===== src/design/bpr_pkg.sv =====
// ----------------------------------------------------------------------------
// bpr_pkg
// Shared types and constants of the two-level branch predictor core.
// ----------------------------------------------------------------------------
package bpr_pkg;

    localparam int ENTRY_LOG2_MAX = 5;
    localparam int NUM_ENTRIES    = 1 << ENTRY_LOG2_MAX;
    localparam int IDX_W          = ENTRY_LOG2_MAX;
    localparam int HIST_MAX       = 8;
    localparam int TAG_MAX        = 30;
    localparam int ROW_CTRS       = 1 << HIST_MAX;
    localparam int ROW_W          = 2 * ROW_CTRS;
    localparam int NUM_ROWS       = NUM_ENTRIES + 1;
    localparam int ROW_AW         = $clog2(NUM_ROWS);
    localparam int DATA_W         = 104;

    localparam logic [2:0] CFG_ENTRIES_LOG2 = 3'd0;
    localparam logic [2:0] CFG_HISTORY_BITS = 3'd1;
    localparam logic [2:0] CFG_TAG_BITS     = 3'd2;
    localparam logic [2:0] CFG_INIT_COUNTER = 3'd3;
    localparam logic [2:0] CFG_HIST_GLOBAL  = 3'd4;
    localparam logic [2:0] CFG_TABLE_GLOBAL = 3'd5;
    localparam logic [2:0] CFG_SHARE_MODE   = 3'd6;

    localparam logic [1:0] SHARE_NONE = 2'd0;
    localparam logic [1:0] SHARE_LOW  = 2'd1;
    localparam logic [1:0] SHARE_HIGH = 2'd2;

    typedef struct packed {
        logic [2:0] entries_log2;
        logic [3:0] history_bits;
        logic [4:0] tag_bits;
        logic [1:0] initial_counter;
        logic       history_is_global;
        logic       table_is_global;
        logic [1:0] share_mode;
    } cfg_t;

    typedef struct packed {
        logic               action;
        logic [31:0]        pc;
        logic [31:0]        target;
        logic               taken;
        logic [31:0]        pdst;
        logic [IDX_W-1:0]   idx;
        logic [TAG_MAX-1:0] tag;
    } req_t;

endpackage


===== src/design/bpr_front.sv =====
// ----------------------------------------------------------------------------
// bpr_front
// Configuration registers and request decode: BTB index and tag extraction.
// ----------------------------------------------------------------------------
module bpr_front (
    input  logic                clk,
    input  logic                rst_n,
    input  logic                cfg_we,
    input  logic [2:0]          cfg_index,
    input  logic [4:0]          cfg_data,
    input  logic                in_action,
    input  logic [31:0]         in_pc,
    input  logic [31:0]         in_target,
    input  logic                in_taken,
    input  logic [31:0]         in_pdst,
    output bpr_pkg::req_t       req,
    output bpr_pkg::cfg_t       cfg,
    output logic                cfg_clear
);
    import bpr_pkg::*;

    cfg_t         cfg_reg;
    cfg_t         cfg_next;
    logic [2:0]   eff_log2;
    logic [4:0]   eff_tag;
    logic [4:0]   idx_mask;
    logic [29:0]  tag_mask;
    logic [31:0]  pc_shift;

    always_comb
    begin
        cfg_next  = cfg_reg;
        cfg_clear = 1'b0;
        if (cfg_we)
        begin
            unique case (cfg_index)
                CFG_ENTRIES_LOG2: cfg_next.entries_log2      = cfg_data[2:0];
                CFG_HISTORY_BITS: cfg_next.history_bits      = cfg_data[3:0];
                CFG_TAG_BITS:     cfg_next.tag_bits          = cfg_data;
                CFG_INIT_COUNTER: cfg_next.initial_counter   = cfg_data[1:0];
                CFG_HIST_GLOBAL:  cfg_next.history_is_global = cfg_data[0];
                CFG_TABLE_GLOBAL: cfg_next.table_is_global   = cfg_data[0];
                CFG_SHARE_MODE:   cfg_next.share_mode        = cfg_data[1:0];
                default:          cfg_next = cfg_reg;
            endcase
            cfg_clear = (cfg_index <= CFG_SHARE_MODE);
        end
    end

    always_ff @(posedge clk or negedge rst_n)
    begin
        if (!rst_n)
        begin
            cfg_reg <= '{entries_log2: 3'd5, history_bits: 4'd8, tag_bits: 5'd30,
                         initial_counter: 2'd1, history_is_global: 1'b0,
                         table_is_global: 1'b0, share_mode: SHARE_NONE};
        end
        else
        begin
            cfg_reg <= cfg_next;
        end
    end

    assign cfg = cfg_reg;

    always_comb
    begin
        eff_log2 = (cfg_reg.entries_log2 > 3'(ENTRY_LOG2_MAX)) ? 3'(ENTRY_LOG2_MAX)
                                                               : cfg_reg.entries_log2;
        eff_tag  = (cfg_reg.tag_bits > 5'(TAG_MAX)) ? 5'(TAG_MAX) : cfg_reg.tag_bits;
        idx_mask = 5'((6'd1 << eff_log2) - 6'd1);
        tag_mask = 30'((31'd1 << eff_tag) - 31'd1);
        pc_shift = in_pc >> (32'd2 + 32'(eff_log2));
        req.action = in_action;
        req.pc     = in_pc;
        req.target = in_target;
        req.taken  = in_taken;
        req.pdst   = in_pdst;
        req.idx    = in_pc[6:2] & idx_mask;
        req.tag    = pc_shift[29:0] & tag_mask;
    end
endmodule


===== config.mk =====
export PLATFORM = sky130hd
export DESIGN_NAME = bpr_front
export DESIGN_NICKNAME = d
export VERILOG_FILES = /design/src/design/bpr_pkg.sv /design/src/design/bpr_front.sv
export SDC_FILE = /design/constraint.sdc
export NUM_CORES = 1
export LEC_CHECK = 0
export BUFFER_PORTS_ARGS = -buffer_cell sky130_fd_sc_hd__buf_2
export CORE_ASPECT_RATIO = 0.8
export CORE_MARGIN = 4
export CORE_UTILIZATION = 30
export DETAILED_ROUTE_END_ITERATION = 8
export PLACE_DENSITY = 0.72
export SYNTH_ARGS = -nofsm -noshare
export SYNTH_HDL_FRONTEND = slang
export SYNTH_SLANG_ARGS = --single-unit

===== constraint.sdc =====
create_clock -name clk -period 2.65 [get_ports clk]
set_clock_uncertainty 0.15 [all_clocks]
set_input_delay 0.1325 -clock clk [delete_from_list [all_inputs] [get_ports clk]]
set_output_delay 0.1325 -clock clk [all_outputs]
set_load 0.01 [all_outputs]

==> metrics.txt <==
leading area contributor after synthesis=buf_4; Slew @ Worst Pin=0.497 ns; Layout Cells excl Fill=596; hpwl dp=9120 um; P per Cell Area=699 nW/um^2; setup_tns=0 ns; routed vias/inst=5.56; slowest stage delay, CP=0.50 ns; Final ANT Viol Nets=0; num rows=34; Total GRT Usage=0.159; TritonRoute pass-1 iters=5; leakage power=1.61 nW; Peak VDD IR=0.228 mV; Post-Route WL=11,600 um; Mapped Cells=431; register bit total from synthesis=18; Post-CTS Setup Inserts=0; sequential element share of the synthesized area=0.132; Nets=564; clk slew on worst S/H paths=0.06 ns; status=finished, violations left; Post-synth ARST share=1.00; ys flop type=dfrtp_1; Root Driver=clkbuf_16; Crit-path slowest cell=o311ai_0; first-pass GRT wire length=17,500 um; CTS tree=yes; Synthesized Nets=542; critical path capture point type=primary output; relative slew slack=0.660; endpoint required time on the critical path=2.37 ns; crit path buf inv count=1; critical path's top delay family=simple AND/OR/NAND/NOR gates; Max Fanout on Critical Path=8; Post-synth EDFFs=0; Simple-Gate Fraction of Synth Area=0.161; failing checks=negative hold slack; H-tree levels=1; yosys warns=0; die area=13,400 um^2; Hold Path Class=in -> reg; Period Utilization, post-route=0.965; worst hold slack=-0.00227 ns; share of layout cells above drive strength 1=0.462; Sink Count=18; initial drt markers=278; fin crit period=2.56 ns; Avg Cell Area, Syn=8.07 um^2; largest family of logic cells by synthesized area=buffers and inverters; WL/cell=19.4 um; max frequency=0.391 GHz; area grow syn2layout=4.93%; post-synthesis compound-gate area fraction=0.217; top cell type's share of synthesized area=0.220; I/O Buffers=124; MaxCap Viol Count=0; Placer Congestion=0.962; Die Span X=128 um; die outline height=104 um; critical path, cell by cell=nor2_4 -> nand3_1 -> ha_4 -> or2_1 -> o311ai_0 -> and2_1 -> buf_2; placed cells=590; via count=3,314; DRC=0; initial antenna violation count=0; Antenna diodes=0; Clock Latency Late Sink=0.25 ns; max FFs per register=18; critical path launch point type=register; core area=11,100 um^2; synthesized area=3480 um^2; # setup viols final=0; Overflow after GRT=0; Slew Limit Fails=0; Synth Area in XOR/XNOR=0.00252; Worst Setup Path Type=reg -> out; multiplexer share of the synthesized area=0.201; Area contributors post-synth=buf_4 22%, mux2_2 10%, mux2i_1 9.8%; Top Ports=261; vias in the first global route=3,142; Worst EP arrival=2.28 ns; largest net degree at the start of global routing=27; post-synthesis adder-cell area fraction=0.00719; cts bufs inserted=3; deepest clock path buffer count=2; Cell variety after synth=67; effective utilization at floorplan=0.313; Final Hold Fails=2
stage by stage:
step	total power, W	setup slack, ns	utilization	area [um^2]
after floorplan	0.00170	0.186	-	3480
after global placement	0.00215	0.240	0.315	3500
after detailed placement	0.00216	0.227	0.315	3500
after CTS	0.00252	0.0204	0.326	3620
after global routing	0.00271	-0.000653	0.329	3650
final	0.00255	0.0917	0.329	3650
repair_timing:
action,CTS,global route
resized for setup,2,6
endpoints found under the hold margin,11,0
setup endpoints to repair,6,10
pin swaps,0,0
gates cloned,0,0
hold buffers,2,0
cells in the mapped netlist, drive strengths merged, types with 7 or more instances:
cell,count
mux2i,34
dfstp,8
buf,126
a21oi,15
o21ai,26
inv,7
nand2,31
nor2,18
o22ai,7
a211oi,13
dfrtp,10
nor2b,7
mux2,32
cells in the final DEF (no fill, tap or decap), drive strengths merged, types with 8 or more instances in the layout:
cell / count
a211oi: 13
a21oi: 15
buf: 146
dfrtp: 10
dfstp: 8
mux2: 32
mux2i: 34
nand2: 31
nor2: 18
o21ai: 26
final timing paths:
check / from / to / slack (ns) / cells after the start
worst max-delay path: cfg[7]$_DFFE_PN1P_ / req[8] / 0.09 / 7
worst min-delay path: cfg_data[3] / cfg[14]$_DFFE_PN1P_ / -0.002 / 2
worst max register to register: cfg[17]$_DFFE_PN1P_ / cfg[17]$_DFFE_PN1P_ / 1.18 / 3
worst min register to register: cfg[5]$_DFFE_PN0P_ / cfg[5]$_DFFE_PN0P_ / 0.35 / 1
max in group asynchronous: rst_n / cfg[9]$_DFFE_PN1P_ / 1.80 / 2
min in group asynchronous: rst_n / cfg[1]$_DFFE_PN0P_ / 0.21 / 2
kinds of logic (layout without fill, tap and decap cells):
group                    count (synthesis)  count (layout)
buffers and inverters                  138             159
adder cells (fa/ha/maj)                  2               2
multiplexers                            66              66
flip-flops                              18              18
AND/OR/NAND/NOR                         99              99
AO/OA/AOI/OAI                          107             107
XOR/XNOR                                 1               1
per-layer routing:
layer	share of wire	vias up	routed length [um]	track usage
met3	0.087	26	1000	0.0267
met4	0.014	0	163	0.0326
met5	0	-	0	0
met2	0.46	191	5360	0.257
met1	0.44	1579	5050	0.223
li1	-	1518	-	-
power breakdown:
group          internal (W)  total (W)  leakage (nW)  switching [W]
clock network      0.000230   0.000342        0.0442       0.000112
logic              0.000737    0.00177          1.36        0.00103
registers          0.000356   0.000444         0.203      0.0000880
total               0.00132    0.00255          1.61        0.00123
area by class of cell:
class | count | area, um^2
Inverter | 7 | 26.3
Fill cell | 1192 | 7450
Multi-Input combinational cell | 275 | 2090
Clock buffer | 4 | 88.8
Tap cell | 144 | 180
Timing Repair Buffer | 148 | 806
Sequential cell | 18 | 462
(Power assumes the default switching activity.)
