--- config.mk ---
export PLATFORM = sky130hd
export DESIGN_NAME = bpr_queue
export DESIGN_NICKNAME = d
export VERILOG_FILES = /design/src/design/bpr_pkg.sv /design/src/design/bpr_queue.sv
export SDC_FILE = /design/constraint.sdc
export NUM_CORES = 1
export LEC_CHECK = 0
export ABC_AREA = 1
export BUFFER_PORTS_ARGS = -buffer_cell sky130_fd_sc_hd__buf_2
export CORE_MARGIN = 2
export CORE_UTILIZATION = 47
export CTS_CLUSTER_DIAMETER = 30
export DETAILED_ROUTE_END_ITERATION = 12
export MAX_ROUTING_LAYER = met4
export PLACE_DENSITY = 0.76
export SYNTH_ARGS = -nofsm -noshare
export SYNTH_HDL_FRONTEND = slang
export SYNTH_SLANG_ARGS = --single-unit
--- constraint.sdc ---
create_clock -name clk -period 7.2 [get_ports clk]
set_input_delay 0.36 -clock clk [delete_from_list [all_inputs] [get_ports clk]]
set_output_delay 0.36 -clock clk [all_outputs]
set_load 0.005 [all_outputs]
--- src/design/bpr_pkg.sv ---
// ----------------------------------------------------------------------------
// bpr_pkg
// Shared types and constants of the two-level branch predictor core.
// ----------------------------------------------------------------------------
package bpr_pkg;

    localparam int ENTRY_LOG2_MAX = 5;
    localparam int NUM_ENTRIES    = 1 << ENTRY_LOG2_MAX;
    localparam int IDX_W          = ENTRY_LOG2_MAX;
    localparam int HIST_MAX       = 8;
    localparam int TAG_MAX        = 30;
    localparam int ROW_CTRS       = 1 << HIST_MAX;
    localparam int ROW_W          = 2 * ROW_CTRS;
    localparam int NUM_ROWS       = NUM_ENTRIES + 1;
    localparam int ROW_AW         = $clog2(NUM_ROWS);
    localparam int DATA_W         = 104;

    localparam logic [2:0] CFG_ENTRIES_LOG2 = 3'd0;
    localparam logic [2:0] CFG_HISTORY_BITS = 3'd1;
    localparam logic [2:0] CFG_TAG_BITS     = 3'd2;
    localparam logic [2:0] CFG_INIT_COUNTER = 3'd3;
    localparam logic [2:0] CFG_HIST_GLOBAL  = 3'd4;
    localparam logic [2:0] CFG_TABLE_GLOBAL = 3'd5;
    localparam logic [2:0] CFG_SHARE_MODE   = 3'd6;

    localparam logic [1:0] SHARE_NONE = 2'd0;
    localparam logic [1:0] SHARE_LOW  = 2'd1;
    localparam logic [1:0] SHARE_HIGH = 2'd2;

    typedef struct packed {
        logic [2:0] entries_log2;
        logic [3:0] history_bits;
        logic [4:0] tag_bits;
        logic [1:0] initial_counter;
        logic       history_is_global;
        logic       table_is_global;
        logic [1:0] share_mode;
    } cfg_t;

    typedef struct packed {
        logic               action;
        logic [31:0]        pc;
        logic [31:0]        target;
        logic               taken;
        logic [31:0]        pdst;
        logic [IDX_W-1:0]   idx;
        logic [TAG_MAX-1:0] tag;
    } req_t;

endpackage

--- src/design/bpr_queue.sv ---
// ----------------------------------------------------------------------------
// bpr_queue
// Two-entry request queue between the decode front and the execute back.
// ----------------------------------------------------------------------------
module bpr_queue (
    input  logic          clk,
    input  logic          rst_n,
    input  logic          push,
    input  bpr_pkg::req_t push_item,
    output logic          full,
    input  logic          pop,
    output logic          valid,
    output bpr_pkg::req_t item
);
    import bpr_pkg::*;

    req_t       slot_reg [2];
    logic       wr_ptr_reg;
    logic       rd_ptr_reg;
    logic [1:0] count_reg;
    logic       do_push;
    logic       do_pop;

    assign full    = (count_reg == 2'd2);
    assign valid   = (count_reg != 2'd0);
    assign item    = slot_reg[rd_ptr_reg];
    assign do_push = push && !full;
    assign do_pop  = pop && valid;

    always_ff @(posedge clk or negedge rst_n)
    begin
        if (!rst_n)
        begin
            wr_ptr_reg <= 1'b0;
            rd_ptr_reg <= 1'b0;
            count_reg  <= 2'd0;
        end
        else
        begin
            if (do_push)
            begin
                wr_ptr_reg <= !wr_ptr_reg;
            end
            if (do_pop)
            begin
                rd_ptr_reg <= !rd_ptr_reg;
            end
            count_reg <= count_reg + 2'(do_push) - 2'(do_pop);
        end
    end

    always_ff @(posedge clk)
    begin
        if (do_push)
        begin
            slot_reg[wr_ptr_reg] <= push_item;
        end
    end
endmodule

==> results of run 1 <==
-- path summary, 6_finish.rpt --
check / startpoint / endpoint / slack, ns
setup reg to reg: count_reg[1] / slot_reg[0][41] / 4.70
min in group asynchronous: rst_n / rd_ptr_reg / 0.20
hold / removal: push_item[90] / slot_reg[1][90] / 0.03
max in group asynchronous: rst_n / rd_ptr_reg / 6.86
setup / recovery: rd_ptr_reg / item[3] / 3.96
hold reg to reg: wr_ptr_reg / wr_ptr_reg / 0.48
-- synth_stat cells --
| cell type | n | share of area [%] |
|---|---|---|
| inv_1 | 9 | 0.34 |
| ha_1 | 2 | 0.25 |
| inv_4 | 1 | 0.063 |
| nand2_1 | 412 | 16 |
| edfxtp_1 | 266 | 81 |
| buf_2 | 14 | 0.71 |
| buf_6 | 1 | 0.11 |
| nand3_1 | 3 | 0.15 |
| buf_4 | 14 | 1.1 |
| nor2_1 | 1 | 0.038 |
| dfrtp_1 | 4 | 1.0 |
-- metal layers --
metal,vias up,part of all wire (%),wire length (microns),global-route usage [%]
li1,3080,-,-,-
met1,3015,38,7810,21.3
met5,-,0,0,-
met2,277,50,10200,30.6
met4,0,2.7,550,7.29
met3,44,9.7,2000,6.33
-- layout by cell type (no fill, tap or decap), drive strengths merged --
cell / netlist / layout
clkinv: 0 / 12
nand2: 412 / 412
ha: 2 / 2
edfxtp: 266 / 266
buf: 29 / 277
dfrtp: 4 / 4
diode: 0 / 4
dlygate4sd3: 0 / 5
clkbuf: 0 / 56
inv: 10 / 17
nor2: 1 / 1
nand3: 3 / 3
bufinv: 0 / 4
clkinvlp: 0 / 8
-- area by class of cell --
type	instances	area [sq um]	area share (%)
Inverter	10	45.0	0.344
Antenna cell	4	10.0	0.0764
Tap cell	275	344	2.63
Clock inverter	31	323	2.46
Timing Repair Buffer	282	1450	11.1
Multi-Input combinational cell	418	1600	12.2
Clock buffer	56	1240	9.47
Sequential cell	270	8090	61.7
-- logic make-up after synthesis --
| group | count (synthesis) |
|---|---|
| DFF | 270 |
| buffers and inverters | 39 |
| and+or+nand+nor | 416 |
| adders and majority gates | 2 |
-- through the flow --
step | cell area (sq um) | std cells | util [%]
floorplan | 9900 | 727 | -
global placement | 11500 | 1250 | 55.1
detailed placement | 11500 | 1250 | 55.1
CTS | 13100 | 1342 | 62.9
global route | 13100 | 1346 | 62.9
finish | 13100 | 1346 | 62.9
-- power by group --
group | switching, mW | internal [mW]
clock network | 0.736 | 1.39
logic | 0.893 | 0.484
registers | 0.110 | 2.15
total | 1.74 | 4.02
-- worst max-delay path, delay by kind of cell, from the launching register on --
family | cells | cell delay (ns)
buffers and inverters | 3 | 1.36
and+or+nand+nor | 2 | 0.25
DFF | 1 | 0.66
-- repair_timing --
action | CTS | global route
hold buffers | 5 | 0
hold endpoints to repair | 12 | 0
gates resized for setup | 0 | 0
==> metrics.yaml, run 1 <==
power_and_ir_drop:
  power.total_mw: 5.76
  ir_worst_vdd_v: 0.000265
  p_per_area_nw_per_um2: 440
  cellLeakagePower_nw: 5.69
setup_path:
  reg2reg_depth: 4
  cp_slowest_cell: "buf_4"
  path_common_cell: "nand2_1"
  start_kind: "flip-flop"
  crit_type: "reg2out"
  max_stage_delay_ns: 0.75
  critPathMaxFanout: 77
  worstPathRequired_ns: 6.84
  end_kind: "output port"
  path_cells: "inv_4, buf_4, nand2_1, nand2_1, buf_2"
  critPathArrivalTime_ns: 2.88
cts:
  numCtsBuffers: 47
  clkTransAtPathRegs_ns: 0.05
  cts_root_buffer: "clkbuf_16"
  tritoncts: "built"
  cts.path.max_buffers: 3
  cts_setup_buffers: 0
  clk_latency_ns: 0.52
  htree_num_levels: 2
  cts.sinks: 270
floorplanning:
  fp.dieH_microns: 149
  coreArea_sq_um: 20800
  die_area_sq_um: 22300
  ios: 272
  die_width_microns: 149
  rows: 53
  initial_utilization_pct: 47.6
layout:
  fin_nets: 1168
  nFillCells: 1550
  largest_reg_flops: 266
  layout-drive-gt1-share_pct: 33.7
  syn_to_final_growth_pct: 32.3
yosys:
  avgSynthCellArea_sq_um: 13.6
  synthAdderAreaFrac_pct: 0.253
  synth_mux_area_share_pct: 0
  synth_simple_gate_area_share_pct: 15.8
  synth_cells: 727
  syn_nets: 866
  synth_area_sq_um: 9900
  synthXorXnorAreaFrac_pct: 0
  synth_top_family_by_area: "simple AND/OR/NAND/NOR gates"
  yosys_register_bits: 270
  yosysSeqAreaShare_pct: 81.7
  synth_compound_area_share_pct: 0
  yosysWarningCount: 0
  ys_types: 11
timing:
  clock.fmax_ghz: 0.309
  finClkSkew_ns: 0.0159
  setup_ws_ns: 3.96
  rsz0062_at_grt: "no"
  fin_crit_ns: 3.24
  setup-violations-final: 0
  finalHoldViolations: 0
  finalSetupTns_ns: 0
  finalCritPeriodShare_pct: 45.0
  worst_pin_slew_ns: 1.06
  relSlewSlack_pct: 29.4
  fin_hold_ws_ns: 0.0272
  drv_slew: 0
global_routing:
  antenna_found_initial: 4
  grt_remaining_overflow: 0
  grt_first_pass_wirelength_microns: 31100
  grt_max_degree: 98
  grt_pass1_vias: 6339
  track_usage_pct: 18.7
drt:
  drt-vias-per-instance: 4.77
  ant_nets: 0
  first_iter_violations: 303
  route.detailed.drc: 0
  wl_per_cell_microns: 15.3
  num_vias: 6416
  wirelength_microns: 20600
  drt-pass1-iter-count: 4
job:
  cap_viol_max_count: 0
placement:
  pre_cts_slack_ns: 4.43
  gp_congestion: 0.770
  port_buffers: 271
  dp_hpwl_microns: 12600
worst_hold_path:
  min_path_type: "in2reg"
  hold-path-cell-count: 1
outcome:
  outcome: "complete, no violations"
(Power assumes the default switching activity.)
==> inputs of run 2 (changes only) <==
==> constraint.sdc (replaced) <==
create_clock -name clk -period 2.8 [get_ports clk]
set_input_delay 0.14 -clock clk [delete_from_list [all_inputs] [get_ports clk]]
set_output_delay 0.14 -clock clk [all_outputs]
set_load 0.005 [all_outputs]
==> run 2 against run 1 <==
Compared with the run above: clock-buffer cell count down 10; register-to-register slack got worse by 3.6 ns; critical path depth is the same; sequential power rose to 2.5 times the previous value.
==> metrics.yaml, run 2 (synthesis results as in run 1) <==
outcome:
  outcome: "complete, no violations"
global_routing:
  antenna_found_initial: 0
  grt_remaining_overflow: 0
  grt_max_degree: 135
  grt_pass1_vias: 7176
  grt_first_pass_wirelength_microns: 35600
  track_usage_pct: 21.3
worst_hold_path:
  worstHoldStart: "push_item[89]"
  min_path_type: "in2reg"
power_and_ir_drop:
  power.total_mw: 15.1
  power.internal_mw: 10.4
  pwr-share-seq_pct: 38.1
  clkPwrFrac_pct: 35.6
  cellLeakagePower_nw: 6.26
  swShare_pct: 30.9
  ir_worst_vdd_v: 0.000777
  p_comb_share_pct: 26.3
  p_switching_mw: 4.66
  p_per_area_nw_per_um2: 1040
cts:
  cts_hold_buf: 137
  numCtsBuffers: 45
  cts.sinks: 270
  clkTransAtPathRegs_ns: 0.05
  tritoncts: "built"
  cts_setup_buffers: 0
  cts_resized: 0
  cts.path.max_buffers: 3
  clk_latency_ns: 0.52
  htree_num_levels: 2
  cts_root_buffer: "clkbuf_16"
floorplanning:
  fp.dieH_microns: 149
  rows: 53
  initial_utilization_pct: 47.6
  die_area_sq_um: 22300
  coreArea_sq_um: 20800
  ios: 272
  die_width_microns: 149
placement:
  dp_hpwl_microns: 12300
  port_buffers: 271
  gp_congestion: 0.727
  pre_cts_slack_ns: 1.07
timing:
  clock.fmax_ghz: 0.459
  relSlewSlack_pct: 51.1
  fin_crit_ns: 2.18
  rsz0062_at_grt: "no"
  drv_slew: 0
  finalHoldViolations: 0
  setup_ws_ns: 0.621
  worst_pin_slew_ns: 0.734
  finalCritPeriodShare_pct: 77.8
  setup-violations-final: 0
  finClkSkew_ns: 0.0117
setup_path:
  path_cells: "inv_4, buf_4, nand2_1, nand2_1, buf_2"
  worstPathRequired_ns: 2.66
  critPathMaxFanout: 38
  critPathArrivalTime_ns: 2.04
  crit_start: "rd_ptr_reg"
  reg2reg_from: "wr_ptr_reg"
  cp.buffers_inverters: 3
  start_kind: "flip-flop"
  crit_family: "buffers and inverters"
  r2r_setup_slack_ns: 1.08
  crit_type: "reg2out"
  path_common_cell: "nand2_1"
  max_stage_delay_ns: 0.50
  cp_slowest_cell: "dfrtp_4"
  end_kind: "output port"
layout:
  final_cell_mix: "nand2_1, buf_2, edfxtp_1"
  fin_nets: 1300
  syn_to_final_growth_pct: 46.0
  fin_util_pct: 69.4
  layout-drive-gt1-share_pct: 30.5
  diodes: 0
  nFillCells: 1330
  largest_reg_flops: 266
  final_common_cell: "nand2_1"
drt:
  drt-vias-per-instance: 4.81
  first_iter_violations: 331
  wirelength_microns: 23700
  route.detailed.drc: 0
  drt-pass1-iter-count: 5
  ant_nets: 0
  wl_per_cell_microns: 16.1
  num_vias: 7081
job:
  cap_viol_max_count: 0
## run 2: cell types whose count changed in the layout (fill, tap and decap cells not counted), sizes merged
cell,delta
dlygate4sd3,+132
clkinv,+9
diode,-4
clkinvlp,-2
buf,+2
bufinv,+1
clkbuf,-10
inv,-2
## run 2: power groups by stage
stage | registers [mW] | logic [mW] | clock network, mW
CTS | 5.73 | 3.95 | 5.44
floorplan | 5.80 | 2.12 | 0
detailed placement | 5.80 | 3.78 | 0
global route | 5.81 | 4.43 | 5.65
global placement | 5.76 | 3.73 | 0
finish | 5.75 | 3.96 | 5.37
## run 2: metrics by stage
stage                     setup TNS [ns]  instances  cell area [sq um]  hold WS (ns)
after CTS                              0       1472              14500         0.312
after floorplan                   -37.19        727               9930        -0.156
final                                  0       1472              14500         0.342
after global placement                 0       1252              11600       -0.0494
after detailed placement               0       1252              11600       -0.0473
after global routing                   0       1472              14500         0.329
## run 2: final cells by class
cell class	count	area, sq um	area share (%)
clock buffer	46	1130	7.81
clock inverter	37	390	2.70
multi-input combinational	418	1610	11.1
inverter	10	43.8	0.303
tap	275	344	2.38
timing repair buffer	416	2850	19.7
sequential	270	8090	56.0
## run 2: final timing paths
| check | to | cells after the start |
|---|---|---|
| worst max register to register | slot_reg[0][31] | 4 |
| max in group asynchronous | rd_ptr_reg | 3 |
| worst max-delay path | item[106] | 5 |
| min in group asynchronous | wr_ptr_reg | 3 |
| worst min-delay path | slot_reg[0][89] | 2 |
| worst min register to register | wr_ptr_reg | 2 |
## run 2: routing by layer
layer | up-vias | routed length (microns) | track usage, %
li1 | 3334 | - | -
met1 | 3326 | 8770 | 24.0
met2 | 369 | 12200 | 36.7
met3 | 52 | 2090 | 5.90
met4 | 0 | 620 | 7.57
met5 | - | 0 | -
